--- src/hdl/fcp_pkg.sv ---
// shared widths, constants, result and step types and decimal fold of the framed command parser
`default_nettype none
package fcp_pkg;
	localparam int BYTE_W = 8;
	localparam int VALUE_W = 16;
	localparam logic [BYTE_W-1:0] HEADER_RESET = 8'h00;
	localparam logic [BYTE_W-1:0] CNT_AFTER_HEADER = 8'd1;
	localparam logic [BYTE_W-1:0] CNT_AFTER_LENGTH = 8'd2;
	localparam logic [BYTE_W-1:0] CNT_COMMAND = 8'd3;

	typedef struct packed {
		logic [BYTE_W-1:0]  command_id;
		logic [VALUE_W-1:0] payload_value;
		logic [BYTE_W-1:0]  frame_length;
	} result_t;

	typedef struct packed {
		logic              valid;
		logic [BYTE_W-1:0] data;
	} step_t;

	// value*10 + byte, modulo 2^16
	function automatic logic [VALUE_W-1:0] dec_fold(input logic [VALUE_W-1:0] acc,
			input logic [BYTE_W-1:0] b);
		logic [VALUE_W-1:0] times_ten;
		times_ten = (acc << 3) + (acc << 1);
		return times_ten + {{(VALUE_W-BYTE_W){1'b0}}, b};
	endfunction
endpackage
`default_nettype wire

--- src/hdl/fcp_parse_core.sv ---
// frame state machine: header hunt, length, command and payload folding
`default_nettype none
module fcp_parse_core (
	input  wire logic                   clk,
	input  wire logic                   arst_n,
	input  wire logic [fcp_pkg::BYTE_W-1:0] header_byte,
	input  wire fcp_pkg::step_t         step,
	input  wire logic                   out_free,
	output logic                        consume,
	output logic                        emit,
	output fcp_pkg::result_t            result
);
	typedef enum logic [1:0] {
		PH_HUNT,
		PH_LEN,
		PH_DATA
	} phase_t;

	phase_t                        phase_q;
	logic [fcp_pkg::BYTE_W-1:0]    count_q;
	logic [fcp_pkg::BYTE_W-1:0]    length_q;
	logic [fcp_pkg::BYTE_W-1:0]    command_q;
	logic [fcp_pkg::VALUE_W-1:0]   acc_q;

	logic [fcp_pkg::BYTE_W-1:0]    count_next;
	logic [fcp_pkg::BYTE_W-1:0]    command_next;
	logic [fcp_pkg::VALUE_W-1:0]   acc_next;
	logic                          frame_end;

	always_comb begin
		count_next = count_q + 8'd1;
		if (count_next == fcp_pkg::CNT_COMMAND) begin
			command_next = step.data;
			acc_next = acc_q;
		end else begin
			command_next = command_q;
			acc_next = fcp_pkg::dec_fold(acc_q, step.data);
		end
		frame_end = (phase_q == PH_DATA) && (count_next >= length_q);
		emit = step.valid && frame_end;
		consume = !frame_end || out_free;
		result.command_id = command_next;
		result.payload_value = acc_next;
		result.frame_length = length_q;
	end

	always_ff @(posedge clk or negedge arst_n) begin
		if (!arst_n) begin
			phase_q <= PH_HUNT;
			count_q <= '0;
			length_q <= '0;
			command_q <= '0;
			acc_q <= '0;
		end else if (step.valid && consume) begin
			unique case (phase_q)
				PH_LEN: begin
					length_q <= step.data;
					count_q <= fcp_pkg::CNT_AFTER_LENGTH;
					phase_q <= PH_DATA;
				end
				PH_DATA: begin
					if (frame_end) begin
						phase_q <= PH_HUNT;
						count_q <= '0;
						length_q <= '0;
						command_q <= '0;
						acc_q <= '0;
					end else begin
						count_q <= count_next;
						command_q <= command_next;
						acc_q <= acc_next;
					end
				end
				default: begin
					if (step.data == header_byte) begin
						phase_q <= PH_LEN;
						count_q <= fcp_pkg::CNT_AFTER_HEADER;
						length_q <= '0;
						command_q <= '0;
						acc_q <= '0;
					end else begin
						phase_q <= PH_HUNT;
					end
				end
			endcase
		end
	end
endmodule
`default_nettype wire

--- src/hdl/framed_command_parser.sv ---
// top level of the framed command parser: input register, core, result register
//
// channel | direction | handshake          | payload
// cfg     | in        | cfg_we             | cfg_wdata (header byte)
// in      | in        | in_valid/in_ready  | rx_byte
// out     | out       | out_valid/out_ready| command_id, payload_value, frame_length
//
// one beat per cycle but while the input register stalls; a result is valid
// once its last byte has passed the input register, then the result register
// the input register stalls only while a frame-ending byte waits on a full,
// stalled result register
// asynchronous reset returns the parser to header hunt and the header byte to 0
`default_nettype none
module framed_command_parser (
	input  wire logic                          clk,
	input  wire logic                          arst_n,
	input  wire logic                          cfg_we,
	input  wire logic [fcp_pkg::BYTE_W-1:0]    cfg_wdata,
	input  wire logic                          in_valid,
	output logic                               in_ready,
	input  wire logic [fcp_pkg::BYTE_W-1:0]    rx_byte,
	output logic                               out_valid,
	input  wire logic                          out_ready,
	output logic [fcp_pkg::BYTE_W-1:0]         command_id,
	output logic [fcp_pkg::VALUE_W-1:0]        payload_value,
	output logic [fcp_pkg::BYTE_W-1:0]         frame_length
);
	logic [fcp_pkg::BYTE_W-1:0] header_q;
	logic                       valid_s1;
	logic [fcp_pkg::BYTE_W-1:0] byte_s1;
	logic                       valid_s2;
	fcp_pkg::result_t           result_s2;

	fcp_pkg::step_t             step;
	fcp_pkg::result_t           core_result;
	logic                       out_free;
	logic                       consume;
	logic                       emit;

	always_ff @(posedge clk or negedge arst_n) begin
		if (!arst_n) begin
			header_q <= fcp_pkg::HEADER_RESET;
		end else if (cfg_we) begin
			header_q <= cfg_wdata;
		end
	end

	assign out_free = !valid_s2 || out_ready;
	assign in_ready = !valid_s1 || consume;
	assign step.valid = valid_s1;
	assign step.data = byte_s1;

	fcp_parse_core u_core (
		.clk         (clk),
		.arst_n      (arst_n),
		.header_byte (header_q),
		.step        (step),
		.out_free    (out_free),
		.consume     (consume),
		.emit        (emit),
		.result      (core_result)
	);

	// input register
	always_ff @(posedge clk or negedge arst_n) begin
		if (!arst_n) begin
			valid_s1 <= 1'b0;
		end else if (in_ready) begin
			valid_s1 <= in_valid;
		end
	end

	always_ff @(posedge clk) begin
		if (in_ready && in_valid) begin
			byte_s1 <= rx_byte;
		end
	end

	// result register
	always_ff @(posedge clk or negedge arst_n) begin
		if (!arst_n) begin
			valid_s2 <= 1'b0;
		end else if (out_free) begin
			valid_s2 <= emit;
		end
	end

	always_ff @(posedge clk) begin
		if (out_free && emit) begin
			result_s2 <= core_result;
		end
	end

	assign out_valid = valid_s2;
	assign command_id = result_s2.command_id;
	assign payload_value = result_s2.payload_value;
	assign frame_length = result_s2.frame_length;
endmodule
`default_nettype wire
--- config.mk ---
export PLATFORM = sky130hd
export DESIGN_NAME = framed_command_parser
export DESIGN_NICKNAME = d
export VERILOG_FILES = /design/src/hdl/fcp_pkg.sv /design/src/hdl/fcp_parse_core.sv /design/src/hdl/framed_command_parser.sv
export SDC_FILE = /design/constraint.sdc
export NUM_CORES = 1
export LEC_CHECK = 0
export BUFFER_PORTS_ARGS = -buffer_cell sky130_fd_sc_hd__buf_4
export CAP_MARGIN = 20
export CORE_ASPECT_RATIO = 0.75
export CORE_MARGIN = 5
export CORE_UTILIZATION = 30
export DETAILED_ROUTE_END_ITERATION = 7
export SYNTH_ARGS = -nofsm -noshare
export SYNTH_HDL_FRONTEND = slang
export SYNTH_HIERARCHICAL = 1
export SYNTH_SLANG_ARGS = --single-unit
--- constraint.sdc ---
create_clock -name clk -period 2.9 [get_ports clk]
set_input_delay 0.725 -clock clk [delete_from_list [all_inputs] [get_ports clk]]
set_output_delay 0.725 -clock clk [all_outputs]
set_load 0.02 [all_outputs]
Word-level counts from Yosys, hierarchy flattened
Index checks and enable logic that the tools add are counted. Widths: inputs -> output; s select.

Flip-flop bits (word level): 92. Latch bits: 0. Memory bits (writable): 0. Bits in read-only memories: 0. Input bits: 21. Output and inout bits: 34. Logic and storage cells: 55. Memories kept: 0.

Add/sub/neg operators: 3. Multiply operators: 0. Div/mod/pow operators: 0. Magnitude comparators: 1. Equality and inequality tests: 5. Shifts and indexed selects: 0. Multiplexer cells: 16. Bitwise gates (word level): 1. Reduce and logical (&&, ||, !) cells: 17.

Operator list (number): $mux 16 (3); $mux 8 (6); $pmux 8 s2 (3); $pmux 16 s2 (1); $add 16x16->16 (1); $add 16x8->16 (1); $add 8x1->8 const B (1); $eq 8x2->1 const B (1); $eq 8x8->1 (1); $ge 8x8->1 (1); $reduce_and 3->1 (2); $logic_and 1x1->1 (5); $pmux 2 s2 (1); $reduce_and 2->1 (2); $logic_not 1->1 (3); $logic_or 1x1->1 (3); $reduce_bool 3->1 (1); $eq 2x1->1 const B (1); $eq 2x2->1 const B (1); $mux 2 (1); $ne 2x1->1 const B (1); $reduce_bool 2->1 (1); $mux 1 (1); $not 1->1 (1).

Longest topological paths before layout
Gate-level depths: netlist (run 1).

Depth after elaboration: 7. Mapped depth: 13. Depth with buffers taken out: 11.

Cells and area by module
Netlist (run 1), hierarchy kept.

Modules (own cells, without submodules): fcp_parse_core (instances 1, cells an instance 354, area an instance 3377.0 um2, seq. area each 1051.0 um2); framed_command_parser (instances 1, cells an instance 65, area an instance 1620.3 um2, seq. area each 1451.4 um2).

Worst setup path before layout (run 1)
OpenSTA, ideal clock, no wires.

Path type: reg2out. Start point: register u_core/count_q[0] (netlist name). End point: output port in_ready. Data arrival time: 2484 ps. Data required time: 2175 ps. Setup slack: -309 ps. Stages on the path, launching flop included: 11. Buffers on the path: 1. Cells stage by stage: dfrtp_1 -> ha_1 -> buf_2 -> nand2_1 -> xnor2_1 -> ha_1 -> and3_1 -> nand4b_1 -> a311oi_2 -> inv_1 -> nand2b_1.

Cells in the longest elaborated chain, start to end: 6.

Ends and longest elaborated chain: from (decl) (line fcp_parse_core.sv:20) `logic [fcp_pkg::BYTE_W-1:0] count_q;`; from (signal assigned) (line fcp_parse_core.sv:58) `count_q <= fcp_pkg::CNT_AFTER_LENGTH;`; from (signal assigned) (line fcp_parse_core.sv:69) `count_q <= count_next;`; from (signal assigned) (line fcp_parse_core.sv:77) `count_q <= fcp_pkg::CNT_AFTER_HEADER;`; $add 8x1->8 (line fcp_parse_core.sv:31) `count_next = count_q + 8'd1;`; $ge 8x8->1 (line fcp_parse_core.sv:39) `frame_end = (phase_q == PH_DATA) && (count_next >= length_q);`; $logic_and 1x1->1 (line fcp_parse_core.sv:39); $logic_not 1->1 (line fcp_parse_core.sv:41) `consume = !frame_end || out_free;`; $logic_or 1x1->1 (line fcp_parse_core.sv:41); named net consume (line framed_command_parser.sv:37) `logic consume;`; $logic_or 1x1->1 (line framed_command_parser.sv:49) `assign in_ready = !valid_s1 || consume;`; to (decl) (line framed_command_parser.sv:20) `output logic in_ready,`.

The timed path passes the listed nets, and every way through them passes these cells.

Worst setup path after layout (run 1)
Start point: register u_core/count_q[1] (netlist name). End point: output port in_ready.

Same word-level chain as after synthesis.

==> flow_results.xml, run 1 <==
<?xml version="1.0" encoding="UTF-8"?>
<metrics>
  <group name="placement">
    <metric name="postPlaceCellArea" unit="um^2">5960</metric>
    <metric name="place.gp.congestion" unit="">0.893</metric>
    <metric name="portBuffers" unit="">54</metric>
    <metric name="hpwlAfterDp" unit="mm">8.39</metric>
  </group>
  <group name="layout">
    <metric name="layout.area.seq" unit="um^2">2500</metric>
    <metric name="layout.cells.most_common" unit="">sky130_fd_sc_hd__buf_4</metric>
    <metric name="num_antenna_cells" unit="">0</metric>
    <metric name="layout.nets" unit="">585</metric>
    <metric name="area_growth_from_synthesis_to_layout" unit="%">30.3</metric>
    <metric name="post_route_cells_drive_above_1_share" unit="">0.345</metric>
    <metric name="final_cell_area" unit="um^2">6510</metric>
    <metric name="layout.filler_cells" unit="">1542</metric>
    <metric name="final_core_utilization" unit="">0.403</metric>
    <metric name="most-common-layout-cells" unit="">sky130_fd_sc_hd__buf_4, sky130_fd_sc_hd__dfrtp_1, sky130_fd_sc_hd__edfxtp_1</metric>
    <metric name="multi_input_area" unit="um^2">2470</metric>
  </group>
  <group name="critical_path">
    <metric name="critical_path_top_delay_cell" unit="">sky130_fd_sc_hd__dfrtp_1</metric>
    <metric name="regToRegSetupSlack" unit="ns">-0.03</metric>
    <metric name="critical_path_arrival" unit="ns">2.59</metric>
    <metric name="crit_path_end_kind" unit="">output port</metric>
    <metric name="path_cells" unit="">buf_4 &gt; nand3_1 &gt; xor2_1 &gt; inv_1 &gt; ha_1 &gt; o21ai_0 &gt; nand2b_1 &gt; nand4b_1 &gt; a311oi_4 &gt; inv_1 &gt; nand2b_4 &gt; buf_6</metric>
    <metric name="worst_path_most_repeated_cell" unit="">sky130_fd_sc_hd__inv_1</metric>
    <metric name="critPathRequiredTime" unit="ns">2.17</metric>
    <metric name="critPathKind" unit="">flop to output port</metric>
    <metric name="worst_path_largest_cell_delay" unit="ns">0.40</metric>
    <metric name="crit_path_max_fanout" unit="">5</metric>
    <metric name="worstSetupStartpointType" unit="">flop</metric>
  </group>
  <group name="logic_synthesis">
    <metric name="ys_async_sr_fraction" unit="">0.565</metric>
    <metric name="synthesis.yosys.warnings" unit="">6</metric>
    <metric name="synth.lib_cells_used.distinct" unit="">50</metric>
    <metric name="synth_cells" unit="">419</metric>
    <metric name="postSynthAreaPerCell" unit="um^2">11.9</metric>
    <metric name="post_synth_edffs" unit="">40</metric>
    <metric name="synthesis.nets" unit="">481</metric>
    <metric name="synthesis.area" unit="um^2">5000</metric>
    <metric name="ys.flop_type" unit="">sky130_fd_sc_hd__dfrtp_1</metric>
    <metric name="ys_ff_latch" unit="">92</metric>
    <metric name="synth_sequential_area_ratio" unit="">0.501</metric>
  </group>
  <group name="route">
    <metric name="via_count" unit="">3584</metric>
    <metric name="wire_length_per_cell" unit="um">15.8</metric>
    <metric name="detail-route-antenna-nets" unit="">0</metric>
    <metric name="drtIter0Drc" unit="">188</metric>
    <metric name="routed_wl" unit="mm">11.6</metric>
    <metric name="drt-vias-per-instance" unit="">4.86</metric>
    <metric name="drt_first_pass_iters" unit="">4</metric>
    <metric name="detail_route.drc_violations" unit="">0</metric>
  </group>
  <group name="clock_network">
    <metric name="clk_pin_slew" unit="ns">0.07</metric>
    <metric name="clk_latency" unit="ns">0.35</metric>
    <metric name="clock_tree.htree_level_count" unit="">3</metric>
    <metric name="ctsRootBufferMaster" unit="">sky130_fd_sc_hd__clkbuf_16</metric>
    <metric name="clkSinkCount" unit="">92</metric>
    <metric name="number_of_clock_buffers_inserted_by_tritoncts" unit="">9</metric>
    <metric name="clock_path_buffers" unit="">2</metric>
    <metric name="cts_tree" unit="">yes</metric>
  </group>
  <group name="power">
    <metric name="leakage" unit="nW">2.87</metric>
    <metric name="power_density" unit="nW/um^2">767</metric>
    <metric name="irDropWorstVdd" unit="mV">0.428</metric>
  </group>
  <group name="global_routing">
    <metric name="global_route.usage.total" unit="">0.122</metric>
    <metric name="first_global_vias" unit="">3697</metric>
    <metric name="antenna_found_initial" unit="">0</metric>
    <metric name="gr-total-overflow" unit="">0</metric>
    <metric name="grt_pass1_wl" unit="mm">18.9</metric>
    <metric name="maximum_number_of_pins_on_one_net_before_global_route_repair" unit="">53</metric>
  </group>
  <group name="sta">
    <metric name="post-route-period-util" unit="">1.14</metric>
    <metric name="final_max_slew_viol_count" unit="">0</metric>
    <metric name="worst_slack" unit="ns">-0.414</metric>
    <metric name="final.setup.tns" unit="ns">-1.53</metric>
    <metric name="slew-limit-headroom" unit="">0.529</metric>
    <metric name="grt_setup_unrepaired" unit="">yes</metric>
    <metric name="maxClockFrequency" unit="GHz">0.302</metric>
    <metric name="worstMarginPinSlew" unit="ns">0.706</metric>
    <metric name="finalSetupViolCount" unit="">55</metric>
    <metric name="fin_worst_skew" unit="ns">0.0107</metric>
    <metric name="min_period" unit="ns">3.31</metric>
    <metric name="final-hold-violation-count" unit="">0</metric>
  </group>
  <group name="floorplan">
    <metric name="initial_utilization" unit="">0.309</metric>
    <metric name="floorplan.die_area" unit="um^2">19400</metric>
    <metric name="coreArea" unit="um^2">16200</metric>
    <metric name="std_cell_rows" unit="">40</metric>
    <metric name="num_io_pins" unit="">55</metric>
    <metric name="dieWidth" unit="um">159</metric>
    <metric name="die_y" unit="um">122</metric>
  </group>
  <group name="run_status">
    <metric name="violations" unit="">setup timing</metric>
    <metric name="run_status" unit="">finished, violations left</metric>
  </group>
  <group name="run">
    <metric name="max_cap_viol_count" unit="">0</metric>
  </group>
  <group name="hold_path">
    <metric name="min-delay-path-class" unit="">input pin to asynchronous set/reset pin</metric>
  </group>
</metrics>
## metal layers
layer  part of all wire  GRT usage
met5                  0          0
met3              0.050     0.0365
met2               0.47      0.195
met1               0.47      0.161
met4             0.0095     0.0384
## cell families after synthesis
logic type	count (synthesis)	synth area share
buffers and inverters	46	0.0428
and+or+nand+nor	87	0.0896
AOI/OAI and AO/OA	101	0.146
xor gates and xnor gates	27	0.0473
adders and majority gates	41	0.112
DFF	92	0.501
muxes	25	0.0621
## state kept, by name, summed over array words and instances, names as in the netlist
register / flops
u_core/length_q: 8
u_core/count_q: 8
command_id: 8
u_core/acc_q: 16
out_valid: 1
header_q: 8
payload_value: 16
u_core/phase_q: 2
valid_s1: 1
u_core/command_q: 8
byte_s1: 8
frame_length: 8
## worst paths after layout
path | startpoint | endpoint | cells past startpoint
worst max-delay path | u_core/count_q[1]$_DFFE_PN0P_ | in_ready | 12
worst min-delay path | arst_n | u_core/length_q[6]$_DFFE_PN0P_ | 1
worst max register to register | u_core/count_q[1]$_DFFE_PN0P_ | u_core/acc_q[11]$_DFFE_PN0P_ | 15
worst min register to register | u_core/acc_q[15]$_DFFE_PN0P_ | u_core/acc_q[15]$_DFFE_PN0P_ | 1
max in group asynchronous | arst_n | u_core/acc_q[2]$_DFFE_PN0P_ | 1
min in group clk | u_core/acc_q[15]$_DFFE_PN0P_ | u_core/acc_q[15]$_DFFE_PN0P_ | 1
## area by class of cell
cell class / count / share of cell area
flip-flops and latches: 92 / 0.385
multi-input cells: 282 / 0.380
repair buffers: 107 / 0.131
clock buffers: 12 / 0.0411
well taps: 210 / 0.0404
inverters: 31 / 0.0179
clock inverters: 4 / 0.00500
## Yosys cell counts (4+ instances only)
library cell / instances / area, um^2
sky130_fd_sc_hd__buf_2: 6 / 30.0
sky130_fd_sc_hd__o21ai_0: 22 / 110
sky130_fd_sc_hd__xnor2_1: 19 / 166
sky130_fd_sc_hd__nand2b_1: 12 / 75.1
sky130_fd_sc_hd__mux2_2: 16 / 180
sky130_fd_sc_hd__xor2_1: 8 / 70.1
sky130_fd_sc_hd__inv_1: 31 / 116
sky130_fd_sc_hd__fa_1: 6 / 120
sky130_fd_sc_hd__dfrtp_1: 52 / 1300
sky130_fd_sc_hd__mux2_4: 8 / 120
sky130_fd_sc_hd__clkbuf_1: 4 / 15.0
sky130_fd_sc_hd__buf_6: 4 / 45.0
sky130_fd_sc_hd__edfxtp_1: 40 / 1200
sky130_fd_sc_hd__a21o_1: 5 / 37.5
sky130_fd_sc_hd__nor2_1: 18 / 67.6
sky130_fd_sc_hd__ha_1: 35 / 438
sky130_fd_sc_hd__o31ai_1: 4 / 30.0
sky130_fd_sc_hd__nor2b_1: 4 / 25.0
sky130_fd_sc_hd__o2bb2ai_1: 10 / 87.6
sky130_fd_sc_hd__nand3_1: 5 / 25.0
sky130_fd_sc_hd__a31oi_1: 7 / 43.8
sky130_fd_sc_hd__nand2_1: 26 / 97.6
sky130_fd_sc_hd__a21oi_1: 15 / 75.1
sky130_fd_sc_hd__nand4_1: 5 / 31.3
sky130_fd_sc_hd__a22o_1: 22 / 193
## stage by stage
stage	instances	power (mW)	worst slack (ns)	hold WS, ns
final	738	4.99	-0.414	0.431
after global routing	738	5.34	-0.561	0.487
after CTS	730	4.88	-0.438	0.449
after detailed placement	711	3.61	-0.101	0.479
after global placement	711	3.57	-0.0725	0.474
after floorplan	419	3.06	-0.199	0.429
## timing repair
item                       in CTS  in global routing
gates cloned                    1                  0
setup endpoints to repair      24                 84
pin swaps                       7                 12
buffers inserted                2                  8
resized for setup               8                 30
hold buffers                    0                  0
## worst max-delay path: cells and delay by family, from the launching register on
| family | cells | cell delay, ns |
|---|---|---|
| and+or+nand+nor | 4 | 0.52 |
| buffers and inverters | 4 | 0.46 |
| AOI/OAI and AO/OA | 2 | 0.41 |
| DFF | 1 | 0.40 |
| adders and majority gates | 1 | 0.26 |
| xor gates and xnor gates | 1 | 0.19 |
## power by group
| part | total (mW) | switching (mW) | leakage [nW] | internal (mW) |
|---|---|---|---|---|
| Combinational | 2.08 | 1.07 | 1.67 | 1.01 |
| Sequential | 1.75 | 0.157 | 1.05 | 1.59 |
| Clock | 1.16 | 0.504 | 0.140 | 0.660 |
Power figures use the tool's default switching activity.
==> run 2, diff against run 1 <==
--- a/config.mk
+++ b/config.mk
@@ -11,6 +11,8 @@
 export CORE_MARGIN = 5
 export CORE_UTILIZATION = 30
 export DETAILED_ROUTE_END_ITERATION = 7
+export GPL_TIMING_DRIVEN = 0
+export MAX_ROUTING_LAYER = met4
 export SYNTH_ARGS = -nofsm -noshare
 export SYNTH_HDL_FRONTEND = slang
 export SYNTH_HIERARCHICAL = 1
==> run 2 against run 1 <==
Effect of this change: the run still ends with setup timing left; first-iteration DRC count grew 32%; non-clock buffer count fell by 6; core utilization decreased by 0.19 points; worst hold slack got worse by 0.023 ns.
==> flow_results.xml, run 2 (synthesis results as in run 1) <==
<?xml version="1.0" encoding="UTF-8"?>
<metrics>
  <group name="hold_path">
    <metric name="min-delay-path-class" unit="">input pin to asynchronous set/reset pin</metric>
  </group>
  <group name="layout">
    <metric name="most-common-layout-cells" unit="">sky130_fd_sc_hd__buf_4, sky130_fd_sc_hd__dfrtp_1, sky130_fd_sc_hd__edfxtp_1</metric>
    <metric name="layout.nets" unit="">580</metric>
    <metric name="num_antenna_cells" unit="">0</metric>
    <metric name="layout.area.seq" unit="um^2">2500</metric>
    <metric name="final_core_utilization" unit="">0.401</metric>
    <metric name="layout.cells.most_common" unit="">sky130_fd_sc_hd__buf_4</metric>
    <metric name="layout.filler_cells" unit="">1521</metric>
    <metric name="multi_input_area" unit="um^2">2510</metric>
    <metric name="post_route_cells_drive_above_1_share" unit="">0.348</metric>
    <metric name="area_growth_from_synthesis_to_layout" unit="%">29.7</metric>
  </group>
  <group name="power">
    <metric name="design_power_total" unit="mW">4.87</metric>
    <metric name="leakage" unit="nW">2.85</metric>
    <metric name="irDropWorstVdd" unit="mV">0.369</metric>
    <metric name="power_density" unit="nW/um^2">751</metric>
  </group>
  <group name="floorplan">
    <metric name="dieWidth" unit="um">159</metric>
    <metric name="initial_utilization" unit="">0.309</metric>
    <metric name="floorplan.die_area" unit="um^2">19400</metric>
    <metric name="std_cell_rows" unit="">40</metric>
    <metric name="coreArea" unit="um^2">16200</metric>
    <metric name="num_io_pins" unit="">55</metric>
    <metric name="die_y" unit="um">122</metric>
  </group>
  <group name="global_routing">
    <metric name="first_global_vias" unit="">3658</metric>
    <metric name="gr-total-overflow" unit="">0</metric>
    <metric name="antenna_found_initial" unit="">0</metric>
    <metric name="global_route.usage.total" unit="">0.125</metric>
    <metric name="maximum_number_of_pins_on_one_net_before_global_route_repair" unit="">53</metric>
    <metric name="grt_pass1_wl" unit="mm">18.8</metric>
  </group>
  <group name="critical_path">
    <metric name="critPathKind" unit="">flop to output port</metric>
    <metric name="cp-startpoint" unit="">u_core/count_q[4]$_DFFE_PN0P_</metric>
    <metric name="crit_path_end_kind" unit="">output port</metric>
    <metric name="crit_path_max_fanout" unit="">6</metric>
    <metric name="worstSetupStartpointType" unit="">flop</metric>
    <metric name="critical_path_arrival" unit="ns">2.81</metric>
    <metric name="critPathRequiredTime" unit="ns">2.17</metric>
    <metric name="r2r_start" unit="">u_core/count_q[4]$_DFFE_PN0P_</metric>
  </group>
  <group name="sta">
    <metric name="post-route-period-util" unit="">1.22</metric>
    <metric name="min_period" unit="ns">3.53</metric>
    <metric name="grt_setup_unrepaired" unit="">yes</metric>
    <metric name="worst_slack" unit="ns">-0.634</metric>
    <metric name="fin_worst_skew" unit="ns">0.0117</metric>
    <metric name="final_max_slew_viol_count" unit="">0</metric>
    <metric name="maxClockFrequency" unit="GHz">0.283</metric>
    <metric name="slew-limit-headroom" unit="">0.344</metric>
    <metric name="worstMarginPinSlew" unit="ns">0.976</metric>
    <metric name="final-hold-violation-count" unit="">0</metric>
    <metric name="finalSetupViolCount" unit="">43</metric>
  </group>
  <group name="clock_network">
    <metric name="postCtsHoldBufs" unit="">0</metric>
    <metric name="clkSinkCount" unit="">92</metric>
    <metric name="clock_tree.htree_level_count" unit="">3</metric>
    <metric name="clock_path_buffers" unit="">2</metric>
    <metric name="clk_latency" unit="ns">0.35</metric>
    <metric name="number_of_clock_buffers_inserted_by_tritoncts" unit="">9</metric>
    <metric name="ctsRootBufferMaster" unit="">sky130_fd_sc_hd__clkbuf_16</metric>
    <metric name="cts_tree" unit="">yes</metric>
    <metric name="clk_pin_slew" unit="ns">0.08</metric>
  </group>
  <group name="placement">
    <metric name="hpwlAfterDp" unit="mm">8.11</metric>
    <metric name="portBuffers" unit="">53</metric>
    <metric name="place.gp.congestion" unit="">0.887</metric>
  </group>
  <group name="route">
    <metric name="wire_length_per_cell" unit="um">16.5</metric>
    <metric name="routed_wl" unit="mm">12.1</metric>
    <metric name="detail-route-antenna-nets" unit="">0</metric>
    <metric name="detail_route.drc_violations" unit="">0</metric>
    <metric name="drtIter0Drc" unit="">248</metric>
    <metric name="via_count" unit="">3635</metric>
    <metric name="drt_first_pass_iters" unit="">4</metric>
    <metric name="drt-vias-per-instance" unit="">4.96</metric>
  </group>
  <group name="run_status">
    <metric name="violations" unit="">setup timing</metric>
    <metric name="run_status" unit="">finished, violations left</metric>
  </group>
  <group name="run">
    <metric name="max_cap_viol_count" unit="">0</metric>
  </group>
</metrics>
-- run 2: what timing repair did --
action	CTS	global route
gates cloned	0	2
pin swaps	16	9
buffers inserted	36	11
setup endpoints to repair	89	90
gates resized for setup	36	25
-- run 2: per-stage QoR --
stage	std cells	hold slack (ns)	area, um^2	setup slack (ns)	TNS (ns)
after floorplan	419	0.429	5020	-0.199	-0.367
final	733	0.408	6480	-0.634	-8.05
after detailed placement	682	0.485	5690	-0.677	-31.90
after global routing	733	0.486	6480	-0.752	-14.62
after CTS	722	0.444	6310	-0.586	-16.20
after global placement	682	0.472	5690	-0.652	-29.57
-- run 2: path summary, 6_finish.rpt --
check                      slack, ns  cells past startpoint                               to
min in group clk                0.50                      0        frame_length[7]$_DFFE_PP_
max in group asynchronous       1.98                      1    u_core/count_q[0]$_DFFE_PN0P_
min                             0.41                      1  u_core/command_q[2]$_DFFE_PN0P_
max                            -0.63                     10                         in_ready
max reg2reg                    -0.41                     16    u_core/count_q[5]$_DFFE_PN0P_
min reg2reg                     0.50                      0        frame_length[7]$_DFFE_PP_
-- run 2: area by class of cell --
type	count	share of cell area
multi-input combinational	283	0.388
timing repair buffer	87	0.107
inverter	31	0.0180
sequential	92	0.386
buffer	14	0.0160
tap	210	0.0405
clock inverter	7	0.00985
clock buffer	9	0.0347
-- run 2: layer usage --
metal | wire length [um] | vias up | global-route usage
li1 | - | 1724 | -
met1 | 5660 | 1799 | 0.158
met2 | 5580 | 98 | 0.202
met3 | 721 | 14 | 0.0335
met4 | 156 | 0 | 0.0298
met5 | 0 | - | -
-- run 2: power by group --
| group | leakage, nW | switching [mW] | internal (mW) |
|---|---|---|---|
| Clock | 0.143 | 0.551 | 0.603 |
| Sequential | 1.05 | 0.173 | 1.59 |
| Combinational | 1.66 | 1.04 | 0.914 |
| Total | 2.85 | 1.76 | 3.11 |
-- run 2: worst max-delay path, cell delays in order (launching register included) --
cell	delay, ns
sky130_fd_sc_hd__dfrtp_1	0.44
sky130_fd_sc_hd__and4_4	0.28
sky130_fd_sc_hd__nand4_1	0.13
sky130_fd_sc_hd__xnor2_2	0.18
sky130_fd_sc_hd__ha_1	0.32
sky130_fd_sc_hd__and3_4	0.19
sky130_fd_sc_hd__nand4b_1	0.20
sky130_fd_sc_hd__a311oi_4	0.38
sky130_fd_sc_hd__inv_2	0.07
sky130_fd_sc_hd__nand2b_4	0.15
sky130_fd_sc_hd__buf_6	0.13
==> run 3, diff against run 2 <==
--- a/config.mk
+++ b/config.mk
@@ -5,12 +5,12 @@
 export SDC_FILE = /design/constraint.sdc
 export NUM_CORES = 1
 export LEC_CHECK = 0
-export BUFFER_PORTS_ARGS = -buffer_cell sky130_fd_sc_hd__buf_4
 export CAP_MARGIN = 20
 export CORE_ASPECT_RATIO = 0.75
 export CORE_MARGIN = 5
 export CORE_UTILIZATION = 30
 export DETAILED_ROUTE_END_ITERATION = 7
+export DONT_BUFFER_PORTS = 1
 export GPL_TIMING_DRIVEN = 0
 export MAX_ROUTING_LAYER = met4
 export SYNTH_ARGS = -nofsm -noshare
==> run 3 against run 2 <==
Effect of this change: die area stayed put; the flow still finishes with violations (setup timing); core utilization is 0.64 points lower; sequential cell count stayed put; worst setup slack better by 0.11 ns; critical path depth stayed put; global-route usage is 0.84 points higher; sequential share of layout area is 0.69 points higher; clock skew is 0.0051 ns lower; clock power is 17% higher; fmax is 3.4% higher.
==> flow_results.xml, run 3 (synthesis results as in run 1) <==
<?xml version="1.0" encoding="UTF-8"?>
<metrics>
  <group name="run_status">
    <metric name="run_status" unit="">finished, violations left</metric>
    <metric name="violations" unit="">setup timing</metric>
  </group>
  <group name="clock_network">
    <metric name="clk_pin_slew" unit="ns">0.07</metric>
    <metric name="ctsRootBufferMaster" unit="">sky130_fd_sc_hd__clkbuf_16</metric>
    <metric name="clock_path_buffers" unit="">2</metric>
    <metric name="number_of_clock_buffers_inserted_by_tritoncts" unit="">9</metric>
    <metric name="postCtsHoldBufs" unit="">0</metric>
    <metric name="clkSinkCount" unit="">92</metric>
    <metric name="cts_tree" unit="">yes</metric>
    <metric name="clock_tree.htree_level_count" unit="">3</metric>
    <metric name="clk_latency" unit="ns">0.34</metric>
  </group>
  <group name="floorplan">
    <metric name="coreArea" unit="um^2">16200</metric>
    <metric name="num_io_pins" unit="">55</metric>
    <metric name="dieWidth" unit="um">159</metric>
    <metric name="std_cell_rows" unit="">40</metric>
    <metric name="die_y" unit="um">122</metric>
    <metric name="initial_utilization" unit="">0.309</metric>
    <metric name="floorplan.die_area" unit="um^2">19400</metric>
  </group>
  <group name="critical_path">
    <metric name="critical_path_top_delay_cell" unit="">sky130_fd_sc_hd__dfrtp_1</metric>
    <metric name="critPathKind" unit="">flop to output port</metric>
    <metric name="crit_path_max_fanout" unit="">5</metric>
    <metric name="worstSetupStartpointType" unit="">flop</metric>
    <metric name="worst_path_largest_cell_delay" unit="ns">0.37</metric>
    <metric name="critPathRequiredTime" unit="ns">2.17</metric>
    <metric name="r2r_start" unit="">u_core/count_q[2]$_DFFE_PN0P_</metric>
    <metric name="path_cells" unit="">buf_6 &gt; and4_4 &gt; nand4_1 &gt; xnor2_1 &gt; ha_1 &gt; and3_4 &gt; nand2_1 &gt; a311oi_4 &gt; inv_1 &gt; nand2b_4</metric>
    <metric name="crit_path_end_kind" unit="">output port</metric>
    <metric name="r2r-end" unit="">u_core/acc_q[5]$_DFFE_PN0P_</metric>
    <metric name="rr_worst_depth" unit="">15</metric>
    <metric name="regToRegSetupSlack" unit="ns">-0.34</metric>
    <metric name="critical_path_arrival" unit="ns">2.69</metric>
  </group>
  <group name="power">
    <metric name="power_density" unit="nW/um^2">831</metric>
    <metric name="design_power_total" unit="mW">5.30</metric>
    <metric name="irDropWorstVdd" unit="mV">0.324</metric>
    <metric name="leakage" unit="nW">2.73</metric>
  </group>
  <group name="route">
    <metric name="via_count" unit="">3539</metric>
    <metric name="routed_wl" unit="mm">12.8</metric>
    <metric name="detail_route.drc_violations" unit="">0</metric>
    <metric name="drt_first_pass_iters" unit="">4</metric>
    <metric name="wire_length_per_cell" unit="um">18.3</metric>
    <metric name="detail-route-antenna-nets" unit="">0</metric>
    <metric name="drt-vias-per-instance" unit="">5.06</metric>
    <metric name="drtIter0Drc" unit="">264</metric>
  </group>
  <group name="layout">
    <metric name="layout.nets" unit="">545</metric>
    <metric name="layout.cells.most_common" unit="">sky130_fd_sc_hd__buf_4</metric>
    <metric name="most-common-layout-cells" unit="">sky130_fd_sc_hd__buf_4, sky130_fd_sc_hd__dfrtp_1, sky130_fd_sc_hd__edfxtp_1</metric>
    <metric name="area_growth_from_synthesis_to_layout" unit="%">27.6</metric>
    <metric name="post_route_cells_drive_above_1_share" unit="">0.309</metric>
  </group>
  <group name="global_routing">
    <metric name="global_route.usage.met1" unit="">0.164</metric>
    <metric name="gr-total-overflow" unit="">0</metric>
    <metric name="global_route.usage.total" unit="">0.133</metric>
    <metric name="global_route.usage.met3" unit="">0.0406</metric>
    <metric name="met2_usage" unit="">0.214</metric>
    <metric name="grt_pass1_wl" unit="mm">19.8</metric>
    <metric name="antenna_found_initial" unit="">2</metric>
    <metric name="grt_most_used_layer" unit="">met2</metric>
    <metric name="maximum_number_of_pins_on_one_net_before_global_route_repair" unit="">53</metric>
    <metric name="first_global_vias" unit="">3609</metric>
  </group>
  <group name="placement">
    <metric name="hpwlAfterDp" unit="mm">8.21</metric>
    <metric name="post-place-ws" unit="ns">-0.645</metric>
    <metric name="place.gp.congestion" unit="">0.881</metric>
    <metric name="portBuffers" unit="">0</metric>
  </group>
  <group name="run">
    <metric name="max_cap_viol_count" unit="">0</metric>
  </group>
  <group name="sta">
    <metric name="finalSetupViolCount" unit="">81</metric>
    <metric name="post-route-period-util" unit="">1.18</metric>
    <metric name="final-hold-violation-count" unit="">0</metric>
    <metric name="fin_worst_skew" unit="ns">0.00661</metric>
    <metric name="grt_setup_unrepaired" unit="">yes</metric>
    <metric name="worstMarginPinSlew" unit="ns">1.19</metric>
    <metric name="slew-limit-headroom" unit="">0.197</metric>
    <metric name="worst_slack" unit="ns">-0.519</metric>
    <metric name="final.setup.tns" unit="ns">-15.33</metric>
    <metric name="maxClockFrequency" unit="GHz">0.292</metric>
    <metric name="final_max_slew_viol_count" unit="">0</metric>
    <metric name="min_period" unit="ns">3.42</metric>
  </group>
  <group name="hold_path">
    <metric name="min-delay-path-class" unit="">input pin to asynchronous set/reset pin</metric>
  </group>
</metrics>
==> run 3: layout make-up <==
| class | instances | area [um^2] |
|---|---|---|
| Clock inverter | 7 | 115 |
| Tap cell | 210 | 263 |
| Multi-Input combinational cell | 283 | 2570 |
| Sequential cell | 92 | 2510 |
| Inverter | 31 | 116 |
| Clock buffer | 9 | 225 |
| Timing Repair Buffer | 52 | 444 |
| Antenna cell | 2 | 5.00 |
| Fill cell | 1524 | 9790 |
| Buffer | 14 | 133 |
==> run 3: through the flow <==
stage	cells	area, um^2	utilization	hold WS [ns]
after global placement	629	5290	0.327	0.433
final	700	6380	0.395	0.0724
after floorplan	419	5020	-	0.429
after detailed placement	629	5290	0.327	0.433
after global routing	700	6380	0.395	0.0463
after CTS	673	6030	0.373	0.0508
==> run 3: timing repair <==
action | in CTS | in global routing
setup buffers | 26 | 23
cloned | 3 | 2
resized for setup | 39 | 32
pin swaps | 8 | 21
endpoints found under the setup margin | 92 | 101
==> run 3: per-layer routing <==
metal | routed length, um | vias to the layer above
li1 | - | 1664
met1 | 5660 | 1787
met5 | 0 | -
met2 | 6270 | 73
met4 | 179 | 0
met3 | 704 | 15
==> run 3: worst max-delay path by stage <==
stage | startpoint | slack (ns) | depth (start not counted) | endpoint
CTS | u_core/count_q[2]$_DFFE_PN0P_ | -0.48 | 10 | in_ready
detailed placement | u_core/count_q[0]$_DFFE_PN0P_ | -0.65 | 12 | u_core/acc_q[12]$_DFFE_PN0P_
global placement | u_core/count_q[0]$_DFFE_PN0P_ | -0.63 | 12 | u_core/acc_q[11]$_DFFE_PN0P_
floorplan | u_core/count_q[2]$_DFFE_PN0P_ | -0.20 | 10 | in_ready
global route | u_core/count_q[2]$_DFFE_PN0P_ | -0.67 | 10 | in_ready
finish | u_core/count_q[2]$_DFFE_PN0P_ | -0.52 | 10 | in_ready
==> run 3: power by group <==
| part | switching (mW) | internal, mW |
|---|---|---|
| Combinational | 1.14 | 1.05 |
| Sequential | 0.179 | 1.60 |
| Clock | 0.499 | 0.839 |
| Total | 1.82 | 3.48 |
==> run 3: worst max-delay path: cells and delay by family, from the launching register on <==
family                     cells  cell delay [ns]
AOI/OAI and AO/OA              1             0.37
xor gates and xnor gates       1             0.17
and+or+nand+nor                5             0.89
adders and majority gates      1             0.32
DFF                            1             0.37
buffers and inverters          2             0.23
